==> src/fshc_pkg.sv <==
// fshc_pkg: shared types and constants of the fan step hysteresis controller
// used by fshc_ctrl, fshc_datapath and fan_step_hysteresis_controller_core
package fshc_pkg;

    localparam int LEVEL_W  = 3;   // fan level field
    localparam int TEMP_W   = 16;  // temperature samples
    localparam int THR_W    = 8;   // table thresholds
    localparam int RPM_W    = 16;  // target rpm
    localparam int WORD_W   = 48;  // one table entry
    localparam int CFG_IDX_W = 3;  // register index
    localparam int IN_W     = 32;  // input tdata: two samples
    localparam int OUT_W    = 24;  // output tdata: rpm, level, zero pad

    // table entry bit positions
    localparam int ON_CPU_LSB    = 0;
    localparam int ON_INLET_LSB  = 8;
    localparam int OFF_CPU_LSB   = 16;
    localparam int OFF_INLET_LSB = 24;
    localparam int RPM_LSB       = 32;

    // controller to datapath
    typedef struct packed {
        logic load;   // take a new sample pair
        logic step;   // move one level in the walk direction
        logic emit;   // load the result register
    } t_cmd;

    // datapath to controller
    typedef struct packed {
        logic move;   // the walk continues from the current level
    } t_stat;

endpackage

==> src/fan_step_hysteresis_controller_core.sv <==
// fan_step_hysteresis_controller_core: top level of the fan step controller
// instantiates fshc_ctrl and fshc_datapath; depends on fshc_pkg
//
// usage
//   s_axis carries one item per sample pair: cpu_temp and inlet_temp, signed.
//   m_axis returns one item per input item: target fan_rpm and fan_level.
//   the cfg port writes the level table, one 48-bit entry per index; write
//   it only while the block is idle. indexes at or above LEVEL_COUNT are dropped.
// timing
//   an item is accepted, then the level walks one step per cycle
//   (up to LEVEL_COUNT-1 steps), then the output register is loaded. the walk
//   loops over the single table read port. s_axis_tready is high only
//   between items.
// reset and stall
//   synchronous reset clears the table, the level and the stored samples to 0.
//   the next item is accepted while a result waits in the output register; if
//   m_axis_tready stays low the walk holds at its end until the register frees.
module fan_step_hysteresis_controller_core #(
    parameter int LEVEL_COUNT = 8
) (
    input  logic                              i_clk,
    input  logic                              i_rst_n,
    input  logic                              s_axis_tvalid,
    output logic                              s_axis_tready,
    input  logic [fshc_pkg::IN_W-1:0]         s_axis_tdata,   // cpu_temp, inlet_temp
    output logic                              m_axis_tvalid,
    input  logic                              m_axis_tready,
    output logic [fshc_pkg::OUT_W-1:0]        m_axis_tdata,   // fan_rpm, fan_level, pad
    input  logic                              i_cfg_we,
    input  logic [fshc_pkg::CFG_IDX_W-1:0]    i_cfg_index,
    input  logic [fshc_pkg::WORD_W-1:0]       i_cfg_data
);
    import fshc_pkg::*;

    t_cmd  cmd;
    t_stat stat;

    fshc_ctrl u_ctrl (
        .i_clk       (i_clk),
        .i_rst_n     (i_rst_n),
        .i_in_valid  (s_axis_tvalid),
        .o_in_ready  (s_axis_tready),
        .o_out_valid (m_axis_tvalid),
        .i_out_ready (m_axis_tready),
        .i_stat      (stat),
        .o_cmd       (cmd)
    );

    fshc_datapath #(
        .LEVEL_COUNT (LEVEL_COUNT)
    ) u_datapath (
        .i_clk       (i_clk),
        .i_rst_n     (i_rst_n),
        .i_cmd       (cmd),
        .o_stat      (stat),
        .i_sample    (s_axis_tdata),
        .i_cfg_we    (i_cfg_we),
        .i_cfg_index (i_cfg_index),
        .i_cfg_data  (i_cfg_data),
        .o_result    (m_axis_tdata)
    );

`ifndef SYNTHESIS
    a_level_in_range: assert property (@(posedge i_clk) disable iff (!i_rst_n)
        m_axis_tvalid |-> (m_axis_tdata[RPM_W +: LEVEL_W] <= LEVEL_W'(LEVEL_COUNT - 1)))
        else $error("fan level beyond table size");

    a_busy_after_accept: assert property (@(posedge i_clk) disable iff (!i_rst_n)
        (s_axis_tvalid && s_axis_tready) |=> !s_axis_tready)
        else $error("item accepted while previous walk running");

    a_emit_ends_walk: assert property (@(posedge i_clk) disable iff (!i_rst_n)
        cmd.emit |-> (!stat.move && !cmd.step && !cmd.load))
        else $error("result loaded before walk finished");

    a_emit_sets_valid: assert property (@(posedge i_clk) disable iff (!i_rst_n)
        cmd.emit |=> m_axis_tvalid)
        else $error("result loaded without output valid");
`endif

endmodule

==> src/fshc_datapath.sv <==
// fshc_datapath: level table, current level, previous samples, threshold compare
// and result payload register; depends on fshc_pkg
module fshc_datapath #(
    parameter int LEVEL_COUNT = 8
) (
    input  logic                                i_clk,
    input  logic                                i_rst_n,
    input  fshc_pkg::t_cmd                      i_cmd,
    output fshc_pkg::t_stat                     o_stat,
    input  logic [fshc_pkg::IN_W-1:0]           i_sample,
    input  logic                                i_cfg_we,
    input  logic [fshc_pkg::CFG_IDX_W-1:0]      i_cfg_index,
    input  logic [fshc_pkg::WORD_W-1:0]         i_cfg_data,
    output logic [fshc_pkg::OUT_W-1:0]          o_result
);
    import fshc_pkg::*;

    localparam int IDX_W = $clog2(LEVEL_COUNT);
    localparam logic [LEVEL_W-1:0] LAST_LEVEL = LEVEL_W'(LEVEL_COUNT - 1);

    typedef enum logic [1:0] {
        DIR_NONE,
        DIR_UP,
        DIR_DOWN
    } t_dir;

    logic [WORD_W-1:0]        r_table [LEVEL_COUNT];
    logic [LEVEL_W-1:0]       r_level;
    logic signed [TEMP_W-1:0] r_cpu;
    logic signed [TEMP_W-1:0] r_inlet;
    t_dir                     r_dir;
    logic [OUT_W-1:0]         r_result;

    logic signed [TEMP_W-1:0] in_cpu;
    logic signed [TEMP_W-1:0] in_inlet;
    t_dir                     n_dir;
    logic [WORD_W-1:0]        entry;
    logic signed [TEMP_W-1:0] on_cpu, on_inlet, off_cpu, off_inlet;
    logic                     trig, rel;

    assign in_cpu   = i_sample[TEMP_W-1:0];
    assign in_inlet = i_sample[2*TEMP_W-1:TEMP_W];

    // direction follows the change against the previous sample pair
    always_comb begin
        if (in_cpu < r_cpu || in_inlet < r_inlet) begin
            n_dir = DIR_DOWN;
        end else if (in_cpu > r_cpu || in_inlet > r_inlet) begin
            n_dir = DIR_UP;
        end else begin
            n_dir = DIR_NONE;
        end
    end

    assign entry     = r_table[r_level[IDX_W-1:0]];
    assign on_cpu    = {{(TEMP_W-THR_W){entry[ON_CPU_LSB+THR_W-1]}},
                        entry[ON_CPU_LSB +: THR_W]};
    assign on_inlet  = {{(TEMP_W-THR_W){entry[ON_INLET_LSB+THR_W-1]}},
                        entry[ON_INLET_LSB +: THR_W]};
    assign off_cpu   = {{(TEMP_W-THR_W){entry[OFF_CPU_LSB+THR_W-1]}},
                        entry[OFF_CPU_LSB +: THR_W]};
    assign off_inlet = {{(TEMP_W-THR_W){entry[OFF_INLET_LSB+THR_W-1]}},
                        entry[OFF_INLET_LSB +: THR_W]};

    assign trig = (r_cpu > on_cpu) || (r_inlet > on_inlet);
    assign rel  = (r_cpu < off_cpu) && (r_inlet < off_inlet);

    // a trigger at the top level clamps there, so the walk simply ends
    always_comb begin
        case (r_dir)
            DIR_UP:   o_stat.move = trig && (r_level != LAST_LEVEL);
            DIR_DOWN: o_stat.move = rel && (r_level != '0);
            default:  o_stat.move = 1'b0;
        endcase
    end

    always_ff @(posedge i_clk) begin
        if (!i_rst_n) begin
            for (int k = 0; k < LEVEL_COUNT; k++) begin
                r_table[k] <= '0;
            end
            r_level <= '0;
            r_cpu   <= '0;
            r_inlet <= '0;
            r_dir   <= DIR_NONE;
        end else begin
            // entries above the table size are never read
            if (i_cfg_we && ({1'b0, i_cfg_index} < (CFG_IDX_W+1)'(LEVEL_COUNT))) begin
                r_table[i_cfg_index[IDX_W-1:0]] <= i_cfg_data;
            end
            if (i_cmd.load) begin
                r_dir   <= n_dir;
                r_cpu   <= in_cpu;
                r_inlet <= in_inlet;
            end
            if (i_cmd.step) begin
                if (r_dir == DIR_UP) begin
                    r_level <= r_level + LEVEL_W'(1);
                end else begin
                    r_level <= r_level - LEVEL_W'(1);
                end
            end
        end
    end

    always_ff @(posedge i_clk) begin
        if (i_cmd.emit) begin
            r_result <= {(OUT_W-RPM_W-LEVEL_W)'(0), r_level, entry[RPM_LSB +: RPM_W]};
        end
    end

    assign o_result = r_result;

endmodule

==> src/fshc_ctrl.sv <==
// fshc_ctrl: state machine that sequences accept, level walk and result handoff
// depends on fshc_pkg
module fshc_ctrl (
    input  logic             i_clk,
    input  logic             i_rst_n,
    input  logic             i_in_valid,
    output logic             o_in_ready,
    output logic             o_out_valid,
    input  logic             i_out_ready,
    input  fshc_pkg::t_stat  i_stat,
    output fshc_pkg::t_cmd   o_cmd
);
    import fshc_pkg::*;

    typedef enum logic {
        ST_IDLE,
        ST_WALK
    } t_state;

    t_state r_state, n_state;
    logic   r_out_valid, n_out_valid;
    logic   out_free;

    assign out_free   = !r_out_valid || i_out_ready;
    assign o_in_ready = (r_state == ST_IDLE);

    always_comb begin
        o_cmd       = '0;
        n_state     = r_state;
        n_out_valid = r_out_valid && !i_out_ready;
        case (r_state)
            ST_IDLE: begin
                if (i_in_valid) begin
                    o_cmd.load = 1'b1;
                    n_state    = ST_WALK;
                end
            end
            ST_WALK: begin
                if (i_stat.move) begin
                    o_cmd.step = 1'b1;
                end else if (out_free) begin
                    // walk finished: hand the item to the output register
                    o_cmd.emit  = 1'b1;
                    n_out_valid = 1'b1;
                    n_state     = ST_IDLE;
                end
            end
            default: n_state = ST_IDLE;
        endcase
    end

    always_ff @(posedge i_clk) begin
        if (!i_rst_n) begin
            r_state     <= ST_IDLE;
            r_out_valid <= 1'b0;
        end else begin
            r_state     <= n_state;
            r_out_valid <= n_out_valid;
        end
    end

    assign o_out_valid = r_out_valid;

endmodule

==> config.mk <==
export PLATFORM = sky130hd
export DESIGN_NAME = fan_step_hysteresis_controller_core
export DESIGN_NICKNAME = d
export VERILOG_FILES = /design/src/fshc_pkg.sv /design/src/fan_step_hysteresis_controller_core.sv /design/src/fshc_datapath.sv /design/src/fshc_ctrl.sv
export SDC_FILE = /design/constraint.sdc
export NUM_CORES = 1
export LEC_CHECK = 0
export BUFFER_PORTS_ARGS = -buffer_cell sky130_fd_sc_hd__buf_2
export CAP_MARGIN = 30
export CORE_MARGIN = 2
export CORE_UTILIZATION = 30
export DETAILED_ROUTE_END_ITERATION = 8
export HOLD_SLACK_MARGIN = 0.05
export SLEW_MARGIN = 20
export SYNTH_ARGS = -nofsm -noshare
export SYNTH_HDL_FRONTEND = slang
export SYNTH_SLANG_ARGS = --single-unit
==> constraint.sdc <==
create_clock -name i_clk -period 6.2 [get_ports i_clk]
set_input_delay 1.24 -clock i_clk [delete_from_list [all_inputs] [get_ports i_clk]]
set_output_delay 1.24 -clock i_clk [all_outputs]
set_load 0.01 [all_outputs]
==> parameters.txt, run 1 <==
Parameter                              Value

Pwr
  Power per cell area ... about 280 nW/µm²
  LEAKAGE ... 0.008667 µW
  Max IR drop VDD ... roughly 0.00023 V
  Register share of total power ... 0.514
  Switching power as a share of total power ... 0.2349
  Internal power ... 5277 µW
  Share of power burned in combinational logic ... 0.081
  Net switching component of the power ... 1620 µW
  Share of total power in the clock network ... 0.405

Global route
  Global-route wire length before repair ... around 83000 µm
  Pin count of the biggest net entering global routing ... between 50 and 60
  All-layer global routing usage ... 0.1501
  Vias in the first global route ... 13.15k
  Leftover overflow at the end of global routing ... 0
  Number of antenna violations at the first check in global routing ... 15

STA
  Final setup violation count ... 0
  Final worst path period need ... 4.592 ns
  Period utilization ... 0.7406
  Largest clock skew in the final design ... about 0.028 ns
  Number of pins exceeding their max-slew limit in the final report ... 0
  Total negative setup slack ... 0 ns
  Highest attainable clock frequency ... about 0.22 GHz
  Final number of hold-violating endpoints ... 0
  Max-slew headroom ... 0.3519
  Slew at the pin closest to its max-slew limit ... about 0.97 ns
  Worst hold margin ... around 0.5 ns
  Setup repair after global routing missed its margin ... no

Routing
  Starting DRC count in detailed routing ... 878
  Via count of the routed design ... between 10k and 15k
  First-pass DRT Iterations ... 4
  Mean number of vias per cell ... slightly below 5
  WL final ... 55210 µm
  Average detailed-routed wire length per instance ... about 21 µm
  Final antenna-violating net count ... 0
  Number of DRC violations after detailed routing ... 0

Critical path
  Dominant delay contributor by cell family on the critical path ... multiplexers
  Worst-path cell with the longest stage delay ... dfxtp_4
  Delay of the slowest cell on the worst path ... between 0.8 and 0.9 ns
  Arr. time, crit path ... between 4 and 5 ns
  Critical R2R Capture ... u_datapath.o_result[9]
  Crit-path cells ... mux4_2 > mux2i_1 > ha_1 > a21o_1 > nand3_1 > a21oi_1 > nor4b_1 > a211oi_2 > nor3_1 > and3_1 > buf_4
  Worst r2r path cells ... 11
  CP startpoint kind ... register
  Buffers plus inverters on the worst setup path ... 1
  Largest driver fanout on the critical path ... 39
  Critical path type ... reg -> reg
  Endpoint kind of the worst setup timing path ... register
  Data required time at the worst endpoint ... 6.45 ns
  Slack of the worst reg-to-reg path ... 1.61 ns

Min path
  Path class of the lowest-slack min-delay path ... reg -> reg
  Hold wc startpoint ... u_datapath.r_level[2]
  Sink of the worst hold path ... u_datapath.o_result[18]
  Worst hold path depth ... 0

Logic synthesis
  Portion of synthesized cell area occupied by the leading cell type ... 0.5637
  Register bit count reported by yosys ... 445
  Cell area after synthesis ... between 20000 and 25000 µm²
  Yosys top cell by area ... edfxtp_1
  Commonest register cell after synthesis ... edfxtp_1
  Post-Synthesis Mean Instance Area ... roughly 14 µm²
  Most used standard cell by instance count after synthesis ... edfxtp_1
  Share of flip-flops with an asynchronous set or reset ... 0
  Count of warnings emitted by yosys ... 0
  Fraction of the yosys area taken by sequential cells ... 0.6029
  Synth cell count leaders ... edfxtp_1, and2_1, ha_1
  Area contributors post-synth ... edfxtp_1, and2_1, mux4_2
  Synthesized instance count ... 1500
  Count of different cell masters after synthesis ... 59
  Post-synth EDFFs ... a little over 400

Floorplan
  Area of the die ... 73720 µm²
  Initial standard-cell utilization of the core ... 0.3019
  I/O Pins ... around 110
  Area inside the core boundary ... 71120 µm²
  Die Span X ... between 200 and 300 µm
  Row cnt ... a little under 100
  Die outline height ... 271.5 µm

Cells and area
  Share of post-route cells with drive strength above 1 ... 0.2111
  Layout filler cell count ... 6863
  Area growth, synth to finish ... 15.15%
  Net count of the finished layout ... ~1.8k

CTS
  Cell chosen for the clock root ... clkbuf_16
  Maximum clock path buffer count ... 3
  CTS Hold Bufs ... 0
  Number of gates resized after cts ... 0
  Worst-path clk slew ... roughly 0.060 ns
  Deepest level of the CTS H-tree ... 2
  CTS tree ... done
  Buffer count from post-CTS setup fixing ... 0
  # clock sinks ... about 450
  CTS Buf Count ... 46
  Clock latency on the worst-skew pair ... ~0.60 ns

Placement
  Placed wire-length estimate ... 33980 µm
  Port Buffers ... 108
  Routability congestion estimate from global placement ... 0.8073

Status
  Outcome ... completed

Run
  Max Cap Viol ... 0
[final cells by class]
class	instances	area [µm²]	area share
sequential	445	12950	0.5239
multi-input combinational	931	8140	0.3293
tap	950	1189	0.04808
clock buffer	55	1185	0.04793
timing repair buffer	137	778.2	0.03148
clock inverter	28	307.8	0.01245
inverter	43	161.4	0.006529
antenna	3	7.507	0.0003037
[stage by stage]
| stage | cell area [µm²] | worst slack (ns) | utilization | total power, µW | instances |
|---|---|---|---|---|---|
| floorplan | 21480 | 0.7559 | - | 3928 | 1504 |
| global placement | 23190 | 1.591 | 0.3261 | 4147 | 2505 |
| detailed placement | 23190 | 1.538 | 0.3261 | 4172 | 2505 |
| CTS | 24680 | 1.507 | 0.3471 | 6954 | 2588 |
| global route | 24720 | 1.286 | 0.3476 | 7134 | 2591 |
| finish | 24720 | 1.608 | 0.3476 | 6897 | 2592 |
[logic make-up (layout without fill, tap and decap cells)]
group                      after synthesis  count (layout)  synth area share
adders and majority gates               97              97           0.05688
buffers and inverters                  128             263           0.02471
AOI/OAI and AO/OA                      129             129           0.04091
xor gates and xnor gates                 2               2         0.0008161
other                                    1               8         0.0001747
DFF                                    445             445            0.6029
and+or+nand+nor                        553             553            0.1500
muxes                                  145             145            0.1236
[state kept, by name, summed over array words and instances, names as in the netlist, named ones only]
| name | flops |
|---|---|
| u_datapath.o_result | 19 |
| u_datapath.r_cpu | 16 |
| u_datapath.r_level | 3 |
| u_datapath.r_dir | 2 |
| u_ctrl.r_state | 1 |
| u_ctrl.o_out_valid | 1 |
| u_datapath.r_inlet | 16 |
| u_datapath.r_table | 384 |
[worst max path at each step]
| stage | endpoint | depth (start not counted) | slack (ns) |
|---|---|---|---|
| after floorplan | u_datapath.r_table[4][0] | 2 | 0.76 |
| after global placement | u_datapath.o_result[15] | 11 | 1.59 |
| after detailed placement | u_datapath.o_result[1] | 11 | 1.54 |
| after CTS | u_datapath.o_result[11] | 11 | 1.51 |
| after global routing | u_datapath.o_result[11] | 11 | 1.29 |
| final | u_datapath.o_result[9] | 11 | 1.61 |
[layer usage]
metal,GRT usage,wire length [µm]
met1,0.1846,22960
met2,0.2646,27860
met3,0.02963,2899
met4,0.04685,1371
met5,0,124
[worst reg2reg max path, stage by stage, from the launching register on]
cell and delay [ns]:
dfxtp_4 0.88, mux4_2 0.62, mux2i_1 0.61, ha_1 0.38, a21o_1 0.16, nand3_1 0.07, a21oi_1 0.06, nor4b_1 0.35
a211oi_2 0.18, nor3_1 0.28, and3_1 0.31, buf_4 0.33
[layout by cell type, fill, tap and decap left out, types with 30 or more instances in the layout]
cell type and n:
edfxtp_1 403, and2_1 386, buf_2 108, ha_1 96, mux4_2 94, nand2_1 78
clkbuf_16 46, inv_1 43, dfxtp_1 39, a21boi_0 33, mux2i_1 30
[power groups by stage]
stage,Clock [µW],Sequential (µW),Combinational (µW)
4_1_cts,2840,3540,568
3_5_place_dp,0,3610,566
6_report,2790,3540,561
3_3_place_gp,0,3600,550
2_1_floorplan,0,3580,349
5_1_grt,2950,3560,625
Note: power is estimated with default switching activity, not from simulation.
==> run 2: changes to the inputs <==
clock period = 4.8 ns   (was 6.2 ns; I/O delays follow)
==> parameters.txt, run 2 (same netlist as run 1, synthesis figures left out) <==
Parameter                              Value

Status
  Outcome ... completed

Pwr
  Net switching component of the power ... 2067 µW (+28%)
  Max IR drop VDD ... 0.0002149 V (-5.9%)
  Internal power ... 6781 µW (+29%)
  Share of power burned in combinational logic ... 0.085 (+0.004)
  Register share of total power ... 0.517 (+0.003)
  LEAKAGE ... 0.008761 µW (+1.1%)
  Power per cell area ... 355.6 nW/µm² (+27%)
  Share of total power in the clock network ... 0.398 (-0.007)
  Switching power as a share of total power ... 0.2336 (-0.001235)

STA
  Period utilization ... 0.8472 (+0.1066)
  Final setup violation count ... 0 (unchanged)
  Slew at the pin closest to its max-slew limit ... 0.9757 ns (+0.003621 ns)
  Highest attainable clock frequency ... 0.2459 GHz (+13%)
  Max-slew headroom ... 0.3480 (-0.003957)
  Final number of hold-violating endpoints ... 0 (unchanged)
  Total negative setup slack ... 0 ns (unchanged)
  Setup repair after global routing missed its margin ... no
  Number of pins exceeding their max-slew limit in the final report ... 0 (unchanged)
  Final worst path period need ... 4.067 ns (-0.5251 ns)
  Setup slack after layout ... 0.7334 ns (-0.8749 ns)
  Largest clock skew in the final design ... 0.02243 ns (-0.005144 ns)

CTS
  CTS Hold Bufs ... 0 (unchanged)
  # clock sinks ... 445 (unchanged)
  Buffer count from post-CTS setup fixing ... 0 (unchanged)
  Maximum clock path buffer count ... 3 (unchanged)
  Deepest level of the CTS H-tree ... 2 (unchanged)
  Clock latency on the worst-skew pair ... 0.59 ns (about the same)
  CTS Buf Count ... 45 (-2.2%)
  Number of gates resized after cts ... 0 (unchanged)
  CTS tree ... done
  Cell chosen for the clock root ... clkbuf_16
  Worst-path clk slew ... 0.06 ns (about the same)

Placement
  Dpl ws ... 0.7387 ns (-0.7989 ns)
  Routability congestion estimate from global placement ... 0.8319 (+3.0%)
  Placed wire-length estimate ... 35790 µm (+5.3%)
  Port Buffers ... 108 (unchanged)

Cells and area
  Register containing the most flip-flops in the final layout ... u_datapath.r_table
  Layout filler cell count ... 6826 (-0.54%)
  Max FFs per register ... 384 (unchanged)
  Area growth, synth to finish ... 15.92%
  Net count of the finished layout ... 1804 (+0.84%)
  Share of post-route cells with drive strength above 1 ... 0.2166 (+0.005472)
  Most frequent cells in the layout ... edfxtp_1, and2_1, buf_2, ha_1, mux4_2
  Combined area of the multi-input logic cells ... 8145 µm² (about the same)
  Most common cell after layout, fill and taps aside ... edfxtp_1
  Register cell area after layout ... 12950 µm² (unchanged)

Routing
  Final antenna-violating net count ... 0 (unchanged)
  Mean number of vias per cell ... 4.841 (+0.80%)
  Via count of the routed design ... 12.61k (+1.3%)
  Average detailed-routed wire length per instance ... 22.00 µm (+3.3%)
  WL final ... 57290 µm (+3.8%)
  Number of DRC violations after detailed routing ... 0 (unchanged)
  Starting DRC count in detailed routing ... 988 (+13%)
  First-pass DRT Iterations ... 5 (+1)

Global route
  Global routing met3 resource utilization ... 0.02556 (-0.004069)
  Number of antenna violations at the first check in global routing ... 11 (-4)
  Global route hottest layer ... met2
  All-layer global routing usage ... 0.1553 (+0.005271)
  Pin count of the biggest net entering global routing ... 49 (-5.8%)
  Global-route wire length before repair ... 85850 µm (+3.2%)
  Leftover overflow at the end of global routing ... 0 (unchanged)
  Met2 Usage GRT ... 0.2740 (+0.009398)
  GR Util met1 ... 0.1979 (+0.01332)
  Vias in the first global route ... 13.34k (+1.5%)

Critical path
  Largest driver fanout on the critical path ... 22 (-44%)
  Critical path endpoint ... u_datapath.o_result[15]
  Critical R2R Capture ... u_datapath.o_result[15]
  Worst r2r path cells ... 13 (+2)
  CP startpoint kind ... register
  Endpoint kind of the worst setup timing path ... register
  Data required time at the worst endpoint ... 5.08 ns (-1.37 ns)
  Arr. time, crit path ... 4.34 ns (-0.51 ns)
  Slack of the worst reg-to-reg path ... 0.73 ns (-0.87 ns)
  Critical path type ... reg -> reg

Floorplan
  Area of the die ... 73720 µm² (unchanged)
  Die Span X ... 271.5 µm (unchanged)
  Initial standard-cell utilization of the core ... 0.3019 (unchanged)
  Area inside the core boundary ... 71120 µm² (unchanged)
  I/O Pins ... 114 (unchanged)
  Die outline height ... 271.5 µm (unchanged)
  Row cnt ... 98 (unchanged)

Run
  Max Cap Viol ... 0 (unchanged)

Min path
  Path class of the lowest-slack min-delay path ... reg -> reg
## run 2: changes by cell type in the layout (fill, tap and decap cells not counted), sizes merged
cell | previous run | this run
inv | 46 | 44
clkbuf | 55 | 53
clkinvlp | 3 | 0
clkinv | 17 | 22
diode | 3 | 1
buf | 137 | 153
## run 2: layer usage
metal / up-vias / part of all wire
met2: 302 / 0.51
met4: 10 / 0.022
li1: 5765 / -
met1: 6438 / 0.42
met3: 91 / 0.051
met5: - / 0.0011
## run 2: layout make-up
cell class | count | share of cell area
Multi-Input combinational cell | 931 | 0.3273
Tap cell | 950 | 0.04776
Clock inverter | 28 | 0.01217
Antenna cell | 1 | 0.0001006
Inverter | 43 | 0.006486
Timing Repair Buffer | 153 | 0.03932
Sequential cell | 445 | 0.5204
Clock buffer | 53 | 0.04646
## run 2: power by group through the flow
stage | Combinational (µW) | Clock (µW) | Sequential (µW)
2_1_floorplan | 451 | 0 | 4620
3_3_place_gp | 733 | 0 | 4650
5_1_grt | 830 | 3720 | 4600
3_5_place_dp | 755 | 0 | 4660
6_report | 749 | 3520 | 4580
4_1_cts | 759 | 3580 | 4580
## run 2: critical path, stage by stage, from the launching register on
cell	delay, ns
dfxtp_4	0.57
buf_12	0.27
mux4_2	0.52
mux2i_1	0.16
buf_4	0.20
ha_1	0.28
a21oi_1	0.13
a31oi_1	0.10
a211oi_1	0.34
or2_2	0.19
a21oi_2	0.07
nor3_1	0.27
and3_1	0.38
buf_12	0.22
## run 2: worst min path at each step
| stage | from | to | slack (ns) | depth (start not counted) |
|---|---|---|---|---|
| 3_5_place_dp | u_datapath.r_level[2] | u_datapath.o_result[18] | 0.51 | 0 |
| 5_1_grt | u_datapath.r_level[2] | u_datapath.o_result[18] | 0.54 | 0 |
| 2_1_floorplan | u_datapath.r_level[2] | u_datapath.o_result[18] | 0.45 | 0 |
| 4_1_cts | u_datapath.r_level[2] | u_datapath.o_result[18] | 0.52 | 0 |
| 3_3_place_gp | u_datapath.r_level[2] | u_datapath.o_result[18] | 0.50 | 0 |
| 6_report | u_datapath.r_level[2] | u_datapath.o_result[18] | 0.53 | 0 |
## run 2: metrics by stage
step | hold WS (ns) | instances | cell area, µm² | utilization | power, µW
2_1_floorplan | 0.4540 | 1504 | 21480 | - | 5073
3_3_place_gp | 0.4968 | 2521 | 23400 | 0.3290 | 5380
3_5_place_dp | 0.5121 | 2522 | 23430 | 0.3294 | 5415
4_1_cts | 0.5209 | 2603 | 24880 | 0.3499 | 8918
5_1_grt | 0.5369 | 2603 | 24880 | 0.3499 | 9147
6_report | 0.5256 | 2604 | 24890 | 0.3499 | 8849
==> run 3: changes to the inputs <==
clock period = 4 ns   (was 4.8 ns; I/O delays follow)
==> parameters.txt, run 3 (same netlist as run 1, synthesis figures left out) <==
Parameter                              Value

Status
  Outcome ... completed

Global route
  Global-route wire length before repair ... 84370 µm (-1.7%)
  Pin count of the biggest net entering global routing ... 52 (+6.1%)
  Leftover overflow at the end of global routing ... 0 (unchanged)
  All-layer global routing usage ... 0.1518 (-0.003562)
  Number of antenna violations at the first check in global routing ... 18 (+7)
  Vias in the first global route ... 13.30k (-0.31%)

Cells and area
  Register containing the most flip-flops in the final layout ... u_datapath.r_table
  Most frequent cells in the layout ... edfxtp_1, and2_1, buf_2, ha_1, mux4_2
  Layout filler cell count ... 6818 (-0.12%)
  Most common cell after layout, fill and taps aside ... edfxtp_1
  Register cell area after layout ... 12950 µm² (unchanged)
  Max FFs per register ... 384 (unchanged)
  Net count of the finished layout ... 1828 (+1.3%)
  Final core occ ... 0.3530 (+0.003114)
  Share of post-route cells with drive strength above 1 ... 0.2316 (+0.01507)
  Combined area of the multi-input logic cells ... 8157 µm² (+0.14%)
  Area growth, synth to finish ... 16.95%
  Final design instance area without fill ... 25110 µm² (+0.89%)

STA
  Largest clock skew in the final design ... 0.02209 ns (-0.0003364 ns)
  Slew at the pin closest to its max-slew limit ... 0.9015 ns (-0.07424 ns)
  Number of pins exceeding their max-slew limit in the final report ... 0 (unchanged)
  Worst hold margin ... 0.4832 ns (-0.04237 ns)
  Final number of hold-violating endpoints ... 0 (unchanged)
  Period utilization ... 0.9294 (+0.08218)
  Final worst path period need ... 3.718 ns (-0.3491 ns)
  Setup repair after global routing missed its margin ... no
  Max-slew headroom ... 0.3990 (+0.05104)
  Final setup violation count ... 0 (unchanged)
  Highest attainable clock frequency ... 0.2690 GHz (+9.4%)

Pwr
  Max IR drop VDD ... 0.0002776 V (+29%)
  Power per cell area ... 419.1 nW/µm² (+18%)
  Power Total ... 10520 µW (+19%)
  LEAKAGE ... 0.008902 µW (+1.6%)

Routing
  First-pass DRT Iterations ... 5 (unchanged)
  WL final ... 55980 µm (-2.3%)
  Mean number of vias per cell ... 4.797 (-0.91%)
  Average detailed-routed wire length per instance ... 21.31 µm (-3.1%)
  Via count of the routed design ... 12.60k (-0.032%)
  Final antenna-violating net count ... 0 (unchanged)
  Starting DRC count in detailed routing ... 775 (-22%)
  Number of DRC violations after detailed routing ... 0 (unchanged)

Min path
  Worst hold path depth ... 3 (+3)
  Path class of the lowest-slack min-delay path ... in -> reg
  Hold wc startpoint ... s_axis_tdata[21]

Floorplan
  Die outline height ... 271.5 µm (unchanged)
  Area inside the core boundary ... 71120 µm² (unchanged)
  I/O Pins ... 114 (unchanged)
  Initial standard-cell utilization of the core ... 0.3019 (unchanged)
  Row cnt ... 98 (unchanged)
  Area of the die ... 73720 µm² (unchanged)
  Die Span X ... 271.5 µm (unchanged)

Critical path
  Crit-path cells ... buf_12 > mux4_2 > mux2i_1 > buf_4 > ha_1 > nor3b_1 > o2111ai_1 > o21ai_0 > o21ai_1 > a21oi_2 > nor3_1 > and3_4 > buf_12
  Slack of the worst reg-to-reg path ... 0.28 ns (-0.45 ns)
  Largest driver fanout on the critical path ... 21 (-4.5%)
  Buffers plus inverters on the worst setup path ... 3 (unchanged)
  Worst-path cell with the longest stage delay ... dfxtp_4
  Worst r2r path cells ... 13 (unchanged)
  Cell repeated most along the worst path ... buf_12
  Endpoint kind of the worst setup timing path ... register
  Critical path type ... reg -> reg
  Arr. time, crit path ... 4.00 ns (-0.34 ns)
  Data required time at the worst endpoint ... 4.28 ns (-0.80 ns)
  Dominant delay contributor by cell family on the critical path ... simple AND/OR/NAND/NOR gates
  Delay of the slowest cell on the worst path ... 0.63 ns (+0.06 ns)
  Number of stages on the worst setup path ... 13 (unchanged)
  CP startpoint kind ... register

Placement
  Routability congestion estimate from global placement ... 0.8038 (-3.4%)
  Placed Area ... 23600 µm² (+0.74%)
  Placed wire-length estimate ... 34290 µm (-4.2%)
  Port Buffers ... 108 (unchanged)

CTS
  CTS Buf Count ... 45 (unchanged)
  # clock sinks ... 445 (unchanged)
  Maximum clock path buffer count ... 3 (unchanged)
  Cell chosen for the clock root ... clkbuf_16
  CTS tree ... done
  Clock latency on the worst-skew pair ... 0.59 ns (about the same)
  Worst-path clk slew ... 0.07 ns (about the same)
  Deepest level of the CTS H-tree ... 2 (unchanged)

Run
  Max Cap Viol ... 0 (unchanged)
==> run 3: cell types whose count changed in the layout (fill, tap and decap cells not counted), moves of 2 or more <==
cell	delta
mux2i_1	-3
mux2i_2	+3
clkinv_1	-2
buf_12	+6
buf_4	+18
clkbuf_1	-2
bufinv_16	-2
==> run 3: what timing repair did <==
action / in CTS / in global routing
gates resized for setup: 0 / 1
hold buffers: 0 / 0
setup buffers: 0 / 12
endpoints found under the setup margin: 0 / 20
==> run 3: power breakdown <==
| group | internal, µW | switching [µW] |
|---|---|---|
| clock network | 2310 | 1820 |
| registers | 5360 | 115 |
| logic | 391 | 532 |
| total | 8060 | 2460 |
==> run 3: final cells by class <==
class,count,share of cell area
multi-input combinational,931,0.3249
sequential,445,0.5158
inverter,43,0.006428
timing repair buffer,177,0.04914
clock buffer,52,0.04674
tap,950,0.04734
clock inverter,27,0.009468
antenna,2,0.0001993
==> run 3: worst paths after layout <==
path | endpoint
hold reg to reg | u_datapath.r_cpu[7]
hold / removal | u_datapath.r_inlet[5]
setup / recovery | u_datapath.o_result[15]
setup reg to reg | u_datapath.o_result[15]
==> run 3: per-layer routing <==
layer | global-route usage | wire, µm
met4 | 0.04323 | 1406
met3 | 0.02574 | 2914
met5 | 0 | 77
met1 | 0.1911 | 23320
met2 | 0.2675 | 28260
==> run 3: metrics by stage <==
| stage | instances | worst slack, ns | TNS, ns |
|---|---|---|---|
| after floorplan | 1504 | -1.004 | -233.52 |
| after global placement | 2534 | 0.09613 | 0 |
| after detailed placement | 2534 | 0.05227 | 0 |
| after CTS | 2613 | 0.02667 | 0 |
| after global routing | 2626 | 0.1259 | 0 |
| final | 2627 | 0.2825 | 0 |
==> run 3: worst reg2reg max path, cell delays in order, from the launching register on <==
cell       delay, ns
dfxtp_4         0.63
buf_12          0.26
mux4_2          0.34
mux2i_1         0.24
buf_4           0.22
ha_1            0.27
nor3b_1         0.15
o2111ai_1       0.11
o21ai_0         0.16
o21ai_1         0.21
a21oi_2         0.10
nor3_1          0.27
and3_4          0.27
buf_12          0.19
